File: config.mk
export PLATFORM = sky130hd
export DESIGN_NAME = rate_shaper_global_clock_flat
export DESIGN_NICKNAME = d
export VERILOG_FILES = /design/src/rtl/core/rsgc_pkg.sv /design/src/rtl/core/rsgc_cmd_if.sv /design/src/rtl/core/rsgc_res_if.sv /design/src/rtl/core/rsgc_alu.sv /design/src/rtl/core/rate_shaper_global_clock.sv /design/src/flat_wrapper.sv
export SDC_FILE = /design/constraint.sdc
export NUM_CORES = 2
export LEC_CHECK = 0
export ABC_AREA = 1
export BUFFER_PORTS_ARGS = -buffer_cell sky130_fd_sc_hd__buf_2
export CAP_MARGIN = 30
export CORE_UTILIZATION = 32
export CTS_CLUSTER_DIAMETER = 80
export DETAILED_ROUTE_END_ITERATION = 7
export GPL_TIMING_DRIVEN = 1
export PLACE_DENSITY_LB_ADDON = 0.08
export REMOVE_ABC_BUFFERS = 1
export SYNTH_ARGS = -nofsm -noshare
export SYNTH_HDL_FRONTEND = slang
export SYNTH_HIERARCHICAL = 1
export SYNTH_SLANG_ARGS = --single-unit
File: constraint.sdc
create_clock -name clk -period 6.9 [get_ports clk]
set_input_delay 0.345 -clock clk [delete_from_list [all_inputs] [get_ports clk]]
set_output_delay 0.345 -clock clk [all_outputs]
set_load 0.005 [all_outputs]
File: src/rtl/core/rsgc_pkg.sv
// Shared types, widths and command codes for the byte-rate shaper clock.
// Used by the channel interfaces, the shared adder unit and the top level.
// No dependencies.
package rsgc_pkg;

    localparam int TIME_W = 63;
    localparam int RATE_W = 40;
    localparam int LEN_W  = 16;
    localparam int CMD_W  = 2;

    // Bits per byte times nanoseconds per second.
    localparam int               SCALE_W      = 33;
    localparam logic [SCALE_W-1:0] NS_BITS_PER_BYTE = 33'd8_000_000_000;

    // len * 8e9 stays below 2^49; the quotient has at most as many bits.
    localparam int PROD_W = 49;
    localparam int DUR_W  = PROD_W + 1;
    localparam int CNT_W  = $clog2(PROD_W + 1);

    // Width of the shared adder unit.
    localparam int ALU_W = 64;

    localparam logic [TIME_W-1:0] TIME_MAX = {TIME_W{1'b1}};

    localparam logic [CMD_W-1:0] CMD_CHECK      = 2'd0;
    localparam logic [CMD_W-1:0] CMD_CHARGE     = 2'd1;
    localparam logic [CMD_W-1:0] CMD_IDLE_RESET = 2'd2;

    typedef struct packed {
        logic sub;
    } alu_ctrl_t;

endpackage

File: src/rtl/core/rsgc_cmd_if.sv
// Command channel of the shaper clock: valid/ready plus one command beat.
// Depends on rsgc_pkg for the field widths.
interface rsgc_cmd_if
    import rsgc_pkg::*;
();
    logic              valid;
    logic              ready;
    logic [CMD_W-1:0]  command;
    logic [TIME_W-1:0] now_ns;
    logic [LEN_W-1:0]  packet_length;
    logic              dropped;

    modport source (output valid, command, now_ns, packet_length, dropped, input ready);
    modport sink   (input valid, command, now_ns, packet_length, dropped, output ready);
endinterface

File: src/rtl/core/rsgc_res_if.sv
// Result channel of the shaper clock: valid/ready plus the gate and verdict.
// Depends on rsgc_pkg for the field widths.
interface rsgc_res_if
    import rsgc_pkg::*;
();
    logic              valid;
    logic              ready;
    logic [TIME_W-1:0] gate_ns;
    logic              allowed;

    modport source (output valid, gate_ns, allowed, input ready);
    modport sink   (input valid, gate_ns, allowed, output ready);
endinterface

File: src/rtl/core/rsgc_alu.sv
// Shared 64-bit add/subtract unit used by the divide, add and compare steps of the shaper sequencer.
// Depends on rsgc_pkg for the width and the control struct.
module rsgc_alu
    import rsgc_pkg::*;
(
    input  alu_ctrl_t        ctrl,
    input  logic [ALU_W-1:0] a,
    input  logic [ALU_W-1:0] b,
    output logic [ALU_W-1:0] sum,
    output logic             carry
);

    logic [ALU_W-1:0] b_eff;

    // On subtract, carry out high means a >= b.
    assign b_eff = ctrl.sub ? ~b : b;
    assign {carry, sum} = {1'b0, a} + {1'b0, b_eff} + {{ALU_W{1'b0}}, ctrl.sub};

endmodule

File: src/rtl/core/rate_shaper_global_clock.sv
// Byte-rate shaper clock. A command beat on cmd (check, charge or idle
// reset) returns one beat on res with the effective gate time and whether
// now has reached it; a nonzero-rate charge or an idle reset may first
// update a primary and a failsafe next-send time. The shaping rate in bits
// per second is to be written through cfg_wr_en and cfg_wr_data only while
// no command is in flight; the block itself does not enforce this. Zero
// disables shaping. A charge with a nonzero rate multiplies the length by
// 8e9 in S_MUL, then divides by the rate one quotient bit per cycle over
// all 49 quotient bits, then runs the saturating time adds and compares;
// the divide steps, adds and compares all run through one shared 64-bit
// adder. Checks and zero-rate charges go straight to S_GATE, S_ALLOW and
// S_DONE; idle resets first pass S_CMPP, and S_CMPF if primary >= now.
// cmd.ready is high only while the sequencer is idle. The result sits in an
// output register, so a new command is accepted while res is stalled; the
// sequencer then waits in its last step until the old beat is taken.
// Reset clears both times and the rate to zero and empties the output.
module rate_shaper_global_clock
    import rsgc_pkg::*;
(
    input  logic              clk,
    input  logic              rst_n,
    input  logic              cfg_wr_en,
    input  logic [RATE_W-1:0] cfg_wr_data,
    rsgc_cmd_if.sink          cmd,
    rsgc_res_if.source        res
);

    typedef enum logic [10:0] {
        S_IDLE  = 11'b000_0000_0001,
        S_MUL   = 11'b000_0000_0010,
        S_DIV   = 11'b000_0000_0100,
        S_ADDP  = 11'b000_0000_1000,
        S_HALF  = 11'b000_0001_0000,
        S_ADDF  = 11'b000_0010_0000,
        S_CMPP  = 11'b000_0100_0000,
        S_CMPF  = 11'b000_1000_0000,
        S_GATE  = 11'b001_0000_0000,
        S_ALLOW = 11'b010_0000_0000,
        S_DONE  = 11'b100_0000_0000
    } state_t;

    state_t state_reg, state_next;

    logic [RATE_W-1:0] rate_reg, rate_next;
    logic [TIME_W-1:0] primary_reg, primary_next;
    logic [TIME_W-1:0] failsafe_reg, failsafe_next;
    logic              res_valid_reg, res_valid_next;

    logic [TIME_W-1:0] now_reg, now_next;
    logic [LEN_W-1:0]  len_reg, len_next;
    logic              drop_reg, drop_next;
    logic [PROD_W-1:0] dq_reg, dq_next;
    logic [RATE_W-1:0] rem_reg, rem_next;
    logic [CNT_W-1:0]  cnt_reg, cnt_next;
    logic [DUR_W-1:0]  dur_reg, dur_next;
    logic [TIME_W-1:0] gate_reg, gate_next;
    logic              allowed_reg, allowed_next;
    logic [TIME_W-1:0] res_gate_reg, res_gate_next;
    logic              res_allowed_reg, res_allowed_next;

    alu_ctrl_t         alu_ctrl;
    logic [ALU_W-1:0]  alu_a;
    logic [ALU_W-1:0]  alu_b;
    logic [ALU_W-1:0]  alu_sum;
    logic              alu_carry;
    logic [TIME_W-1:0] sat_sum;
    logic              accept;
    logic              res_load;
    logic              rate_zero;

    rsgc_alu u_alu (
        .ctrl  (alu_ctrl),
        .a     (alu_a),
        .b     (alu_b),
        .sum   (alu_sum),
        .carry (alu_carry)
    );

    assign cmd.ready   = (state_reg == S_IDLE);
    assign accept      = cmd.valid && cmd.ready;
    assign res_load    = (state_reg == S_DONE) && (!res_valid_reg || res.ready);
    assign rate_zero   = (rate_reg == '0);
    assign res.valid   = res_valid_reg;
    assign res.gate_ns = res_gate_reg;
    assign res.allowed = res_allowed_reg;

    // Both addends are below 2^63, so bit 63 of the sum flags an overflow.
    assign sat_sum = alu_sum[ALU_W-1] ? TIME_MAX : alu_sum[TIME_W-1:0];

    // Operand selection for the shared adder.
    always_comb
    begin
        alu_ctrl.sub = 1'b1;
        alu_a        = '0;
        alu_b        = '0;
        unique case (state_reg)
            S_DIV:
            begin
                alu_a = {{(ALU_W-RATE_W-1){1'b0}}, rem_reg, dq_reg[PROD_W-1]};
                alu_b = {{(ALU_W-RATE_W){1'b0}}, rate_reg};
            end
            S_ADDP:
            begin
                alu_ctrl.sub = 1'b0;
                alu_a = {1'b0, primary_reg};
                alu_b = {{(ALU_W-PROD_W){1'b0}}, dq_reg};
            end
            S_HALF:
            begin
                alu_ctrl.sub = 1'b0;
                alu_a = {{(ALU_W-PROD_W){1'b0}}, dq_reg};
                alu_b = {{(ALU_W-PROD_W+1){1'b0}}, dq_reg[PROD_W-1:1]};
            end
            S_ADDF:
            begin
                alu_ctrl.sub = 1'b0;
                alu_a = {1'b0, failsafe_reg};
                alu_b = {{(ALU_W-DUR_W){1'b0}}, dur_reg};
            end
            S_CMPP:
            begin
                alu_a = {1'b0, primary_reg};
                alu_b = {1'b0, now_reg};
            end
            S_CMPF:
            begin
                alu_a = {1'b0, failsafe_reg};
                alu_b = {1'b0, now_reg};
            end
            S_GATE:
            begin
                alu_a = {1'b0, primary_reg};
                alu_b = {1'b0, failsafe_reg};
            end
            S_ALLOW:
            begin
                alu_a = {1'b0, now_reg};
                alu_b = {1'b0, gate_reg};
            end
            default:
            begin
                alu_ctrl.sub = 1'b1;
            end
        endcase
    end

    // Sequencer.
    always_comb
    begin
        state_next       = state_reg;
        rate_next        = cfg_wr_en ? cfg_wr_data : rate_reg;
        primary_next     = primary_reg;
        failsafe_next    = failsafe_reg;
        res_valid_next   = res_valid_reg && !res.ready;
        now_next         = now_reg;
        len_next         = len_reg;
        drop_next        = drop_reg;
        dq_next          = dq_reg;
        rem_next         = rem_reg;
        cnt_next         = cnt_reg;
        dur_next         = dur_reg;
        gate_next        = gate_reg;
        allowed_next     = allowed_reg;
        res_gate_next    = res_gate_reg;
        res_allowed_next = res_allowed_reg;

        unique case (state_reg)
            S_IDLE:
            begin
                if (accept)
                begin
                    now_next  = cmd.now_ns;
                    len_next  = cmd.packet_length;
                    drop_next = cmd.dropped;
                    if (cmd.command == CMD_CHARGE && !rate_zero)
                        state_next = S_MUL;
                    else if (cmd.command == CMD_IDLE_RESET)
                        state_next = S_CMPP;
                    else
                        state_next = S_GATE;
                end
            end
            S_MUL:
            begin
                dq_next    = PROD_W'({{SCALE_W{1'b0}}, len_reg} *
                                     {{LEN_W{1'b0}}, NS_BITS_PER_BYTE});
                rem_next   = '0;
                cnt_next   = CNT_W'(PROD_W);
                state_next = S_DIV;
            end
            S_DIV:
            begin
                // Restoring divide: one quotient bit shifts in per cycle.
                if (alu_carry)
                    rem_next = alu_sum[RATE_W-1:0];
                else
                    rem_next = {rem_reg[RATE_W-2:0], dq_reg[PROD_W-1]};
                dq_next  = {dq_reg[PROD_W-2:0], alu_carry};
                cnt_next = cnt_reg - 1'b1;
                if (cnt_reg == CNT_W'(1))
                    state_next = S_ADDP;
            end
            S_ADDP:
            begin
                primary_next = sat_sum;
                state_next   = drop_reg ? S_GATE : S_HALF;
            end
            S_HALF:
            begin
                dur_next   = alu_sum[DUR_W-1:0];
                state_next = S_ADDF;
            end
            S_ADDF:
            begin
                failsafe_next = sat_sum;
                state_next    = S_GATE;
            end
            S_CMPP:
            begin
                if (!alu_carry)
                begin
                    primary_next  = now_reg;
                    failsafe_next = now_reg;
                    state_next    = S_GATE;
                end
                else
                begin
                    state_next = S_CMPF;
                end
            end
            S_CMPF:
            begin
                if (!alu_carry)
                    failsafe_next = now_reg;
                state_next = S_GATE;
            end
            S_GATE:
            begin
                if (rate_zero)
                    gate_next = '0;
                else
                    gate_next = alu_carry ? failsafe_reg : primary_reg;
                state_next = S_ALLOW;
            end
            S_ALLOW:
            begin
                allowed_next = alu_carry;
                state_next   = S_DONE;
            end
            S_DONE:
            begin
                if (res_load)
                begin
                    res_valid_next   = 1'b1;
                    res_gate_next    = gate_reg;
                    res_allowed_next = allowed_reg;
                    state_next       = S_IDLE;
                end
            end
            default:
            begin
                state_next = S_IDLE;
            end
        endcase
    end

    always_ff @(posedge clk or negedge rst_n)
    begin
        if (!rst_n)
        begin
            state_reg     <= S_IDLE;
            rate_reg      <= '0;
            primary_reg   <= '0;
            failsafe_reg  <= '0;
            res_valid_reg <= 1'b0;
            cnt_reg       <= '0;
        end
        else
        begin
            state_reg     <= state_next;
            rate_reg      <= rate_next;
            primary_reg   <= primary_next;
            failsafe_reg  <= failsafe_next;
            res_valid_reg <= res_valid_next;
            cnt_reg       <= cnt_next;
        end
    end

    always_ff @(posedge clk)
    begin
        now_reg         <= now_next;
        len_reg         <= len_next;
        drop_reg        <= drop_next;
        dq_reg          <= dq_next;
        rem_reg         <= rem_next;
        dur_reg         <= dur_next;
        gate_reg        <= gate_next;
        allowed_reg     <= allowed_next;
        res_gate_reg    <= res_gate_next;
        res_allowed_reg <= res_allowed_next;
    end

    // A command beat is taken only once per pass of the sequencer.
    a_one_beat_per_pass: assert property (@(posedge clk) disable iff (!rst_n)
        accept |=> !cmd.ready)
        else $error("command accepted while the sequencer was busy");

    // With shaping disabled the gate is zero and the packet always passes.
    a_zero_rate_gate: assert property (@(posedge clk) disable iff (!rst_n)
        (res_load && rate_zero) |=> (res.gate_ns == '0 && res.allowed))
        else $error("nonzero gate reported with zero rate");

    // A dropped packet must never advance the failsafe time.
    a_drop_skips_failsafe: assert property (@(posedge clk) disable iff (!rst_n)
        (state_reg == S_ADDF) |-> !drop_reg)
        else $error("failsafe advanced for a dropped packet");

    // A new result beat only appears out of the final sequencer step.
    a_result_from_done: assert property (@(posedge clk) disable iff (!rst_n)
        $rose(res_valid_reg) |-> $past(state_reg == S_DONE))
        else $error("result beat raised outside the final step");

endmodule
File: src/flat_wrapper.sv
// flat-port wrapper written by rule: the top's interface ports become plain ports
module rate_shaper_global_clock_flat import rsgc_pkg::*;
  (clk, rst_n, cfg_wr_en, cfg_wr_data, cmd_valid, cmd_command, cmd_now_ns, cmd_packet_length, cmd_dropped, cmd_ready, res_valid, res_gate_ns, res_allowed, res_ready);
  rsgc_cmd_if cmd_i ();
  rsgc_res_if res_i ();
  input  logic clk;
  input  logic rst_n;
  input  logic cfg_wr_en;
  input  logic [RATE_W-1:0] cfg_wr_data;
  input wire logic [$bits(cmd_i.valid)-1:0] cmd_valid;
  input wire logic [$bits(cmd_i.command)-1:0] cmd_command;
  input wire logic [$bits(cmd_i.now_ns)-1:0] cmd_now_ns;
  input wire logic [$bits(cmd_i.packet_length)-1:0] cmd_packet_length;
  input wire logic [$bits(cmd_i.dropped)-1:0] cmd_dropped;
  output wire logic [$bits(cmd_i.ready)-1:0] cmd_ready;
  output wire logic [$bits(res_i.valid)-1:0] res_valid;
  output wire logic [$bits(res_i.gate_ns)-1:0] res_gate_ns;
  output wire logic [$bits(res_i.allowed)-1:0] res_allowed;
  input wire logic [$bits(res_i.ready)-1:0] res_ready;
  assign cmd_i.valid = cmd_valid;
  assign cmd_i.command = cmd_command;
  assign cmd_i.now_ns = cmd_now_ns;
  assign cmd_i.packet_length = cmd_packet_length;
  assign cmd_i.dropped = cmd_dropped;
  assign cmd_ready = cmd_i.ready;
  assign res_valid = res_i.valid;
  assign res_gate_ns = res_i.gate_ns;
  assign res_allowed = res_i.allowed;
  assign res_i.ready = res_ready;
  rate_shaper_global_clock u_core (.clk(clk), .rst_n(rst_n), .cfg_wr_en(cfg_wr_en), .cfg_wr_data(cfg_wr_data), .cmd(cmd_i), .res(res_i));
endmodule
==> key figures <==
Status
  • Status: completed

Route
  • WL met3: 7.79 mm
  • Routed metal-1 wire length: 68.8 mm
  • DRT antenna net count: 0
  • Total Wirelength: 145 mm
  • Total vias in the final route: 33300
  • Initial drt markers: 2666
  • Via density: 4.97
  • Pre-Repair DR Iteration Count: 6
  • DR WL/cell: 21.6 µm
  • WL met2: 65.5 mm
  • Top routing layer used: met4
  • Post-route DRC: 0

Clocking
  • Cts bufs inserted: 71
  • Root buf cell: clkbuf_16
  • Skew-Pair Late Insertion Delay: 0.67 ns
  • TritonCTS clock tree: built
  • Clock slew at reported path FFs: 0.05 ns
  • H-tree lvl count: 3
  • Post-cts sizing count: 0
  • CTS Buffer Depth: 3
  • Hold Buf Count CTS: 124
  • Post-CTS setup buffers: 0
  • Clock Sink Count: 531

Die
  • Core Region: 0.117 mm²
  • Initial core utilization: 32.5%
  • Chip height: 346 µm
  • Die Wd: 346 µm
  • # rows: 125
  • Io pins: 193
  • Die area: 0.120 mm²

Critical path
  • Critical Path Sink Type: flop
  • Worst path required time: 7.29 ns
  • Critical path arrival: 6.21 ns
  • Worst reg2reg setup slack: 1.08 ns
  • Worst Setup Start Kind: flop
  • Crit Path Category: reg -> reg
  • CP max FO: 8

Timing
  • Tmin final: 5.82 ns
  • Slew headroom: 29.0%
  • Tcrit/Tclk final: 84.3%
  • Final max-slew violation count: 0
  • Highest Clock Rate: 0.172 GHz
  • Final setup viols: 0
  • Setup Skew: 0.0282 ns
  • Final hold vios: 0
  • Slew @ Worst Pin: 1.06 ns
  • RSZ-0062 raised after global routing: no

Global route
  • First-pass GRT wire length: 218 mm
  • Gr ovfl total: 0
  • Largest net degree at the start of global routing: 107
  • Initial antenna violation count: 1
  • Vias in the first global route: 33200
  • GRT Util Overall: 24.2%

Yosys
  • Syn_area_per_cell: 7.85 µm²
  • Register area share after synthesis: 39.6%
  • Post-Synth XOR/XNOR Area: 2.52%
  • Multiplexer share of the synthesized area: 0%
  • Post-Synth Simple-Gate Area: 21.0%
  • Synth unique cells: 52
  • Count leader, synth: nand2_1
  • Top cells by area, synth: edfxtp_1 (27%), nand2_1 (14%), dfrtp_1 (12%), inv_1 (7.5%), ha_1 (7.3%)
  • Most frequent cells after synthesis: nand2_1 (1379), inv_1 (762), o21ai_0 (402), nor2_1 (398), edfxtp_1 (347)
  • Seq cells post-synth: 531
  • Ys async rst share: 34.7%
  • Post-Synth Adder-Cell Area: 14.1%
  • Ys Warns: 6
  • Mapped Cells: 4831
  • Synth Area in Compound Gates: 13.0%
  • Number of synthesized flops with an enable pin: 347
  • Cell Area, Synth: 0.0379 mm²
  • Synth top area share: 27.5%
  • Main combinational cell family by area after synthesis: simple AND/OR/NAND/NOR gates
  • Cell taking the most area after synthesis: edfxtp_1
  • Prevailing post-synth register cell: edfxtp_1

Final layout
  • Final #Nets: 5590
  • Post-route insts no fill: 6695
  • Final Cell Area: 0.0444 mm²
  • Share of layout cells above drive strength 1: 8.34%
  • Synthesis-to-layout area growth: 17.2%

Run
  • MaxCap Viol Count: 0

Hold path
  • Worst hold path class: in -> reg

Placement
  • Post-DP Area: 0.0408 mm²
  • DP Wirelength: 108 mm
  • GPL Wtd Cong: 0.929
  • Placed cell count: 6438
  • I/O Buffers: 192
[per-stage QoR]
stage	hold WS (ns)	TNS (ns)	util [%]	worst slack (ns)
global placement	0.407	0	34.9	1.05
detailed placement	0.418	0	34.9	0.992
global route	0.0719	0	38.0	0.655
finish	0.0989	0	38.0	1.08
CTS	0.0292	0	38.0	0.994
floorplan	0.0494	-2206.56	-	-9.52
[per-layer routing]
layer	vias up	GRT usage [%]
li1	16100	-
met1	16100	34.2
met2	914	39.1
met3	146	3.61
met4	0	5.20
met5	-	0
[kinds of logic (layout without fill, tap and decap cells)]
kind of cell / count (synthesis) / in the layout
DFF: 531 / 531
buffers and inverters: 946 / 1283
adders and majority gates: 351 / 351
other: 1 / 4
and+or+nand+nor: 1999 / 1999
AOI/OAI and AO/OA: 894 / 894
xor gates and xnor gates: 109 / 109
[final timing paths]
check / depth (start not counted) / start / to
max: 21 / u_core/len_reg[5]$_DFFE_PP_ / u_core/dq_reg[32]$_DFFE_PP_
min: 4 / cmd_valid / u_core/state_reg[0]$_DFFE_PN1P_
min reg2reg: 0 / u_core/allowed_reg$_DFFE_PN_ / u_core/res.allowed$_DFFE_PP_
max reg2reg: 21 / u_core/len_reg[5]$_DFFE_PP_ / u_core/dq_reg[32]$_DFFE_PP_
min in group asynchronous: 2 / rst_n / u_core/rate_reg[3]$_DFFE_PN0P_
max in group asynchronous: 3 / rst_n / u_core/rate_reg[37]$_DFFE_PN0P_
[critical path: stages (launching register included)]
cell and delay, ns:
edfxtp_1 0.63, inv_1 0.15, ha_1 0.35, inv_1 0.11, fa_1 0.55, inv_1 0.05
fa_1 0.50, inv_1 0.05, fa_1 0.46, fa_1 0.55, inv_1 0.06, fa_1 0.53
inv_1 0.04, ha_1 0.36, nand2_1 0.09, nor2_1 0.29, and2_1 0.17, nand2_1 0.05
nand2_1 0.20, a21oi_1 0.09, o21ai_0 0.13, o21ai_0 0.15
[cell type report]
| class | instances | area (µm²) |
|---|---|---|
| fill | 12200 | 72400 |
| sequential | 531 | 15000 |
| inverter | 774 | 2910 |
| timing repair buffer | 379 | 2920 |
| tap | 1524 | 1910 |
| antenna | 2 | 5.00 |
| multi-input combinational | 3355 | 19300 |
| clock inverter | 38 | 439 |
| clock buffer | 92 | 1940 |
[cells in the final DEF, fill, tap and decap left out, types with 6 or more instances in the layout]
| master | netlist | final |
|---|---|---|
| a211oi_1 | 8 | 8 |
| a21oi_1 | 276 | 276 |
| a22oi_1 | 9 | 9 |
| buf_12 | 0 | 19 |
| buf_2 | 55 | 190 |
| buf_4 | 8 | 45 |
| bufinv_16 | 0 | 8 |
| clkbuf_1 | 95 | 15 |
| clkbuf_16 | 0 | 73 |
| clkinv_1 | 4 | 14 |
| clkinv_2 | 0 | 7 |
| dfrtp_1 | 183 | 183 |
| dlygate4sd3_1 | 0 | 124 |
| edfxtp_1 | 347 | 347 |
| fa_1 | 129 | 129 |
| ha_1 | 222 | 222 |
| inv_1 | 762 | 760 |
| inv_2 | 8 | 10 |
| nand2_1 | 1379 | 1372 |
| nand2_2 | 13 | 16 |
| nand2_4 | 2 | 6 |
| nand3_1 | 105 | 104 |
| nand4_1 | 39 | 39 |
| nor2_1 | 398 | 395 |
| nor2_2 | 18 | 18 |
| nor2_4 | 3 | 6 |
| nor3_1 | 24 | 23 |
| o2111ai_1 | 31 | 31 |
| o211ai_1 | 47 | 47 |
| o21a_1 | 9 | 9 |
| o21ai_0 | 402 | 402 |
| o21ai_1 | 40 | 40 |
| o21bai_1 | 16 | 16 |
| o221ai_1 | 7 | 7 |
| o22ai_1 | 38 | 38 |
| xnor2_1 | 13 | 13 |
| xor2_1 | 96 | 96 |
Power is left out: the tool's default activity adds up to more than one toggle a clock period on the data nets, which glitch-free logic cannot reach.
